--- src/rtl/scv_pkg.sv ---
package scv_pkg;

    // Store geometry.
    localparam int NUM_CHANNELS  = 16;
    localparam int NUM_KERNEL    = 8;
    localparam int SAMPLE_COUNT  = 4;
    localparam int NUM_POSITIONS = 64;
    localparam int NUM_FEATURES  = 1024;

    localparam int CH_W    = $clog2(NUM_CHANNELS);
    localparam int TAP_W   = $clog2(NUM_KERNEL);
    localparam int SMP_W   = $clog2(SAMPLE_COUNT);
    localparam int POS_W   = $clog2(NUM_POSITIONS);
    localparam int FEAT_W  = $clog2(NUM_FEATURES);
    localparam int WADDR_W = CH_W + TAP_W + FEAT_W;
    localparam int AADDR_W = SMP_W + CH_W + POS_W;
    localparam int ACC_DEPTH = SAMPLE_COUNT * NUM_CHANNELS * NUM_POSITIONS;

    // Request codes.
    localparam logic [2:0] REQ_WEIGHT = 3'd0;
    localparam logic [2:0] REQ_BIAS   = 3'd1;
    localparam logic [2:0] REQ_ITEM   = 3'd2;
    localparam logic [2:0] REQ_CLEAR  = 3'd3;
    localparam logic [2:0] REQ_READ   = 3'd4;

    // Configuration register indexes.
    localparam logic [2:0] CFG_KERNEL   = 3'd0;
    localparam logic [2:0] CFG_STRIDE   = 3'd1;
    localparam logic [2:0] CFG_SHARE    = 3'd2;
    localparam logic [2:0] CFG_BIAS_EN  = 3'd3;
    localparam logic [2:0] CFG_CHANNELS = 3'd4;

    // Commands from the controller to the datapath.
    typedef struct packed {
        logic accept;
        logic clr_step;
        logic div_step;
        logic mac_step;
        logic rd_finish;
    } cmd_t;

    // Status from the datapath to the controller.
    typedef struct packed {
        logic clr_last;
        logic div_last;
        logic tap_ok;
        logic ch_last;
        logic nch_zero;
        logic out_zero;
        logic pipe_busy;
    } status_t;

    // Saturate a 33-bit signed sum to 32 bits.
    function automatic logic signed [31:0] sat32(input logic signed [32:0] v);
        logic signed [31:0] r;
        if (v[32] != v[31])
        begin
            r = v[32] ? 32'sh8000_0000 : 32'sh7FFF_FFFF;
        end
        else
        begin
            r = v[31:0];
        end
        return r;
    endfunction

endpackage

--- src/rtl/scv_ctrl.sv ---
module scv_ctrl
    import scv_pkg::*;
(
    input  logic       clk,
    input  logic       rst_n,
    input  logic       start,
    input  logic [2:0] req_type,
    input  status_t    status,
    output cmd_t       cmd,
    output logic       busy
);

    typedef enum logic [2:0] {
        ST_CLEAR,
        ST_IDLE,
        ST_DIV,
        ST_MAC,
        ST_DRAIN,
        ST_READ
    } state_t;

    state_t state_reg;
    state_t state_next;
    logic   accept;

    assign busy   = (state_reg != ST_IDLE);
    assign accept = start && !busy;

    // Next state from the current request and datapath status.
    always_comb
    begin
        state_next = state_reg;
        case (state_reg)
            ST_CLEAR:
            begin
                if (status.clr_last)
                begin
                    state_next = ST_IDLE;
                end
            end
            ST_IDLE:
            begin
                if (accept)
                begin
                    case (req_type)
                        REQ_ITEM:  state_next = ST_DIV;
                        REQ_CLEAR: state_next = ST_CLEAR;
                        REQ_READ:  state_next = ST_READ;
                        default:   state_next = ST_IDLE;
                    endcase
                end
            end
            ST_DIV:
            begin
                if (status.div_last)
                begin
                    state_next = ST_MAC;
                end
            end
            ST_MAC:
            begin
                if (!status.tap_ok ||
                    ((status.ch_last || status.nch_zero) && status.out_zero))
                begin
                    state_next = ST_DRAIN;
                end
            end
            ST_DRAIN:
            begin
                if (!status.pipe_busy)
                begin
                    state_next = ST_IDLE;
                end
            end
            ST_READ:
            begin
                state_next = ST_IDLE;
            end
            default:
            begin
                state_next = ST_IDLE;
            end
        endcase
    end

    // Commands follow the state.
    always_comb
    begin
        cmd           = '0;
        cmd.accept    = accept;
        cmd.clr_step  = (state_reg == ST_CLEAR);
        cmd.div_step  = (state_reg == ST_DIV);
        cmd.mac_step  = (state_reg == ST_MAC);
        cmd.rd_finish = (state_reg == ST_READ);
    end

    // State register; reset starts the accumulator clearing pass.
    always_ff @(posedge clk or negedge rst_n)
    begin
        if (!rst_n)
        begin
            state_reg <= ST_CLEAR;
        end
        else
        begin
            state_reg <= state_next;
        end
    end

endmodule

--- config.mk ---
export PLATFORM = sky130hd
export DESIGN_NAME = scv_ctrl
export DESIGN_NICKNAME = d
export VERILOG_FILES = /design/src/rtl/scv_pkg.sv /design/src/rtl/scv_ctrl.sv
export SDC_FILE = /design/constraint.sdc
export NUM_CORES = 1
export LEC_CHECK = 0
export ABC_AREA = 1
export BUFFER_PORTS_ARGS = -buffer_cell sky130_fd_sc_hd__buf_2
export CAP_MARGIN = 20
export CORE_AREA = 2 2 39 41
export DETAILED_ROUTE_END_ITERATION = 12
export DIE_AREA = 0 0 41 43
export MAX_ROUTING_LAYER = met4
export PLACE_DENSITY_LB_ADDON = 0.2
export SYNTH_ARGS = -nofsm -noshare
export SYNTH_HDL_FRONTEND = slang
export SYNTH_SLANG_ARGS = --single-unit
--- constraint.sdc ---
create_clock -name clk -period 1.19 [get_ports clk]
set_input_delay 0.1785 -clock clk [delete_from_list [all_inputs] [get_ports clk]]
set_output_delay 0.1785 -clock clk [all_outputs]
set_load 0.02 [all_outputs]
======== Word-level counts from Yosys, hierarchy flattened ========
Index checks and enable logic that the tools add are counted.
storage, ports and cells
  register bits ........................... 3
  input bits .............................. 13
  output and inout port bits .............. 6
  logic and storage cells ................. 30
cells by class
  equality and inequality tests ........... 14
  multiplexer cells ....................... 7
  reduce and logical (&&, ||, !) cells .... 8
operators with widths
  operator                                                         count
  3-bit two-way mux                                                5
  3-bit one-hot mux with 5 select lines                            1
  3-bit by 2-bit == test with 1-bit output, second input constant  4
  3-bit == test, second input constant                             3
  3-bit one-hot mux with 3 select lines                            1
  2-bit != test, second input constant                             4
  5-bit AND reduction                                              1
  3-bit by 1-bit == test with 1-bit output, second input constant  1
  3-bit logical NOT                                                1
  3-bit by 1-bit != test with 1-bit output, second input constant  1
  1-bit logical AND                                                2
  1-bit logical NOT                                                2
  1-bit logical OR                                                 2
  2-bit by 1-bit != test with 1-bit output, second input constant  1

======== Logic depth before layout (Yosys ltp) ========
  depth after elaboration ................. 5
  gate-level depth with buffers ........... 8

======== Least setup slack after synthesis ========
Ideal clock, no wire load.
  path kind ............................... register to output
  from .................................... reg state_reg[2]
  to ...................................... out cmd[0] (netlist name)
  arrival ................................. 1.024 ns
  data required time ...................... 1.012 ns
  slack ................................... -0.013 ns
  cell stages (with the launch flop) ...... 3
  cell sequence ........................... dfrtp_1 inv_2 nor3_1
RTL lines
  element                   line             text
  start: declaration        scv_ctrl.sv:22   state_t state_reg;
  start signal: assignment  scv_ctrl.sv:106  state_reg <= state_next;
  end: declaration          scv_ctrl.sv:9    output cmd_t cmd,

==> metrics.md <==
| Metric | Value |
|---|---|
| Number of clock sinks seen by CTS | `3` |
| R2r worst-path depth | `7` |
| Number of iterations in the first detailed-routing pass | `4` |
| Type of the setup path with the least slack | `register to output pin` |
| Slew @ Worst Pin | `~0.16 ns` |
| Cell count after placement | `92` |
| CTS H-Tree Depth | `1` |
| Area of the die | `1760 sq um` |
| Placeable core region | `about 1400 sq um` |
| Period utilization | `109%` |
| Gate power share | `between 70% and 80%` |
| Row cnt | `14` |
| Setup repair after global routing missed its margin | `true` |
| Net switching power figure | `a little under 700 uW` |
| Overall via count from detail_route | `472` |
| Number of flip-flops and latches in the synthesized netlist | `3` |
| Sum of overflow across all layers after global routing | `0` |
| Area of the mapped netlist | `335 sq um` |
| Root buffer cell | `clkbuf_4` |
| Maximum fanout encountered on the critical timing path | `6` |
| Int Power | `878 uW` |
| Final number of setup-violating endpoints | `9` |
| Total routed wirelength | `1130 microns` |
| Failing checks | `negative setup slack` |
| YS warnings | `0` |
| Via count of the first global-routing pass | `roughly 440` |
| Average wire per standard cell | `10.4 microns` |
| Kind of launch point of the worst setup path | `register` |
| Clock slew at the register clock pins of the worst setup and hold paths | `approximately 0.040 ns` |
| Gate count of the mapped netlist | `56` |
| Area growth syn-to-layout | `99.3%` |
| Post-Route Hold Slack | `approximately 0.26 ns` |
| Worst skew pair latency | `between 0.2 and 0.25 ns` |
| Part of the Yosys area used for sequential elements | `22.4%` |
| Average instance area after synthesis | `roughly 6.0 sq um` |
| Type of the worst min-delay path | `input port to asynchronous set/reset pin` |
| Number of vias per cell after detailed routing | `4.33` |
| Layout Skew | `0.00880 ns` |
| Delay contributed by the slowest stage of the critical path | `0.45 ns` |
| Number of buffers between clock root and the deepest sink | `2` |
| Worst setup EP type | `output pin` |
| CP max-delay cell | `dfrtp_2` |
| Critical path data required time | `about 1 ns` |
| Fraction of power consumed by the clock network | `roughly an eighth` |
| Placed wire-length estimate after detailed placement | `694 microns` |
| First-pass GRT wire length | `1760 microns` |
| Mapped Nets | `69` |
| ANT nets after route | `0` |
| Flip-flop count of the largest register, all copies and words added | `3` |
| Share of layout cells above drive strength 1 | `59.1%` |
| Antenna violations before repair | `0` |
| Post-synthesis cell type count | `18` |
| Antenna diode count | `0` |
| Starting utilization of the core area | `24.2%` |
| Total count of max-transition violations in the final report | `0` |
| Count of buffers from port buffering | `18` |
| P_leak | `0.000353 uW` |
| Crit path from | `state_reg[1]$_DFFE_PN0P_` |
| Result of the run | `finished with violations` |
| Finished Layout Cells | `109` |
| Endpoint arrival time on the critical path | `1.11 ns` |
| Total routing usage reported by global routing | `15.2%` |
| Initial DRC Count | `3` |
| Post-detailed-route DRC marker count | `0` |
| Worst r2r dst | `state_reg[2]$_DFFE_PN0P_` |
| Total negative slack for setup checks | `-0.620 ns` |
| R2r startpoint | `state_reg[0]$_DFFE_PN0P_` |
| Number of top-level pins | `19` |
| Total Nets Final | `107` |
| Clock tree from TritonCTS | `built` |
| Core occupancy in the finished layout | `48.3%` |
| Vertical die dimension | `43 microns` |
| Largest net degree at the start of global routing | `7` |
| Hold violation count in the final report | `0` |
| Switching part of the total | `43.9%` |
| Capturing element of the worst setup path | `cmd[2]` |
| Sequential group share of total power | `14.0%` |
| Placer congestion estimate | `about 0.76` |
| R2R setup slack | `-0.07 ns` |
| Maximum achievable frequency | `774 MHz` |
| Setup ws final | `-0.102 ns` |
| Power per cell area | `2340 nW/um^2` |
| Tightest slew margin relative to the limit | `89.1%` |
| Number of buffers created by CTS | `3` |
| VDD IR-drop max | `989 uV` |
| List of cells traversed by the critical path | `inv_2 > nor2_2 > nand2_1 > inv_1 > buf_6` |
| Count of max-cap constraint violations | `0` |
| Width of the die | `around 41 microns` |
| Final critical path time including I/O delays and setup | `1.29 ns` |
==> placed cells by master (no fill, tap or decap), drive strengths merged, types with 2 or more instances in the layout <==
cell,netlist,layout
buf,2,34
nand2,12,12
inv,10,10
nor2,10,10
nand3,8,8
clkbuf,0,4
dfrtp,3,3
o21ai,3,3
nand4,2,2
a31oi,2,2
nor3,2,2
==> synth_stat cells (all sizes together) <==
cell type / number / share of area (%)
nand3: 8 / 13
o21ai: 3 / 4.5
nor3: 2 / 3.0
buf: 2 / 4.5
a31oi: 2 / 3.7
nand3b: 1 / 2.2
nand2: 12 / 14
nor2: 10 / 15
inv: 10 / 11
nand4: 2 / 3.7
o21bai: 1 / 2.2
dfrtp: 3 / 22
==> per-layer routing <==
| layer | vias up | share of wire (%) | track usage, % |
|---|---|---|---|
| met5 | - | 0 | - |
| met4 | 0 | 0 | 4.00 |
| met2 | 10 | 49 | 23.1 |
| li1 | 256 | - | - |
| met3 | 0 | 2.9 | 3.14 |
| met1 | 206 | 48 | 20.0 |
==> how the worst min path moves through the flow <==
| stage | to | from | cells past startpoint |
|---|---|---|---|
| floorplan | state_reg[0]$_DFFE_PN0P_ | rst_n | 0 |
| global placement | state_reg[0]$_DFFE_PN0P_ | rst_n | 1 |
| detailed placement | state_reg[2]$_DFFE_PN0P_ | rst_n | 1 |
| CTS | state_reg[1]$_DFFE_PN0P_ | rst_n | 2 |
| global route | state_reg[1]$_DFFE_PN0P_ | rst_n | 2 |
| finish | state_reg[0]$_DFFE_PN0P_ | rst_n | 2 |
==> repair_timing <==
action | 4_1_cts | 5_1_grt
hold endpoints to repair | 3 | 0
hold buffers | 1 | 0
buffers inserted | 12 | 0
pin swaps | 6 | 2
setup endpoints to repair | 9 | 9
gates resized for setup | 16 | 9
==> cell type report <==
type	count	area [sq um]
flip-flops and latches	3	78.8
fillers	148	716
repair buffers	35	259
multi-input cells	41	244
clock buffers	4	26.3
well taps	16	20.0
inverters	10	40.0
==> worst max-delay path, delay by kind of cell, from the launching register on <==
| kind | cells | cell delay [ns] |
|---|---|---|
| buffers and inverters | 3 | 0.23 |
| DFF | 1 | 0.45 |
| and+or+nand+nor | 2 | 0.20 |
==> cells by family after synthesis <==
family | Yosys count | share of synthesized area (%)
buf+inv | 12 | 15.7
flops | 3 | 22.4
simple gates | 35 | 51.5
compound gates | 6 | 10.4
==> power groups by stage <==
stage	logic [uW]	registers, uW	clock network, uW
after floorplan	484	191	0
after global placement	684	212	0
after detailed placement	672	211	0
after CTS	1050	205	186
after global routing	1250	222	204
final	1160	219	183
==> stage by stage <==
step | setup slack, ns | instance area, sq um | total power, uW
after floorplan | 0.0271 | 340 | 674
after global placement | -0.0515 | 465 | 895
after detailed placement | 0.00194 | 465 | 883
after CTS | -0.101 | 638 | 1440
after global routing | -0.166 | 668 | 1670
final | -0.102 | 668 | 1560
Power figures use the tool's default switching activity.
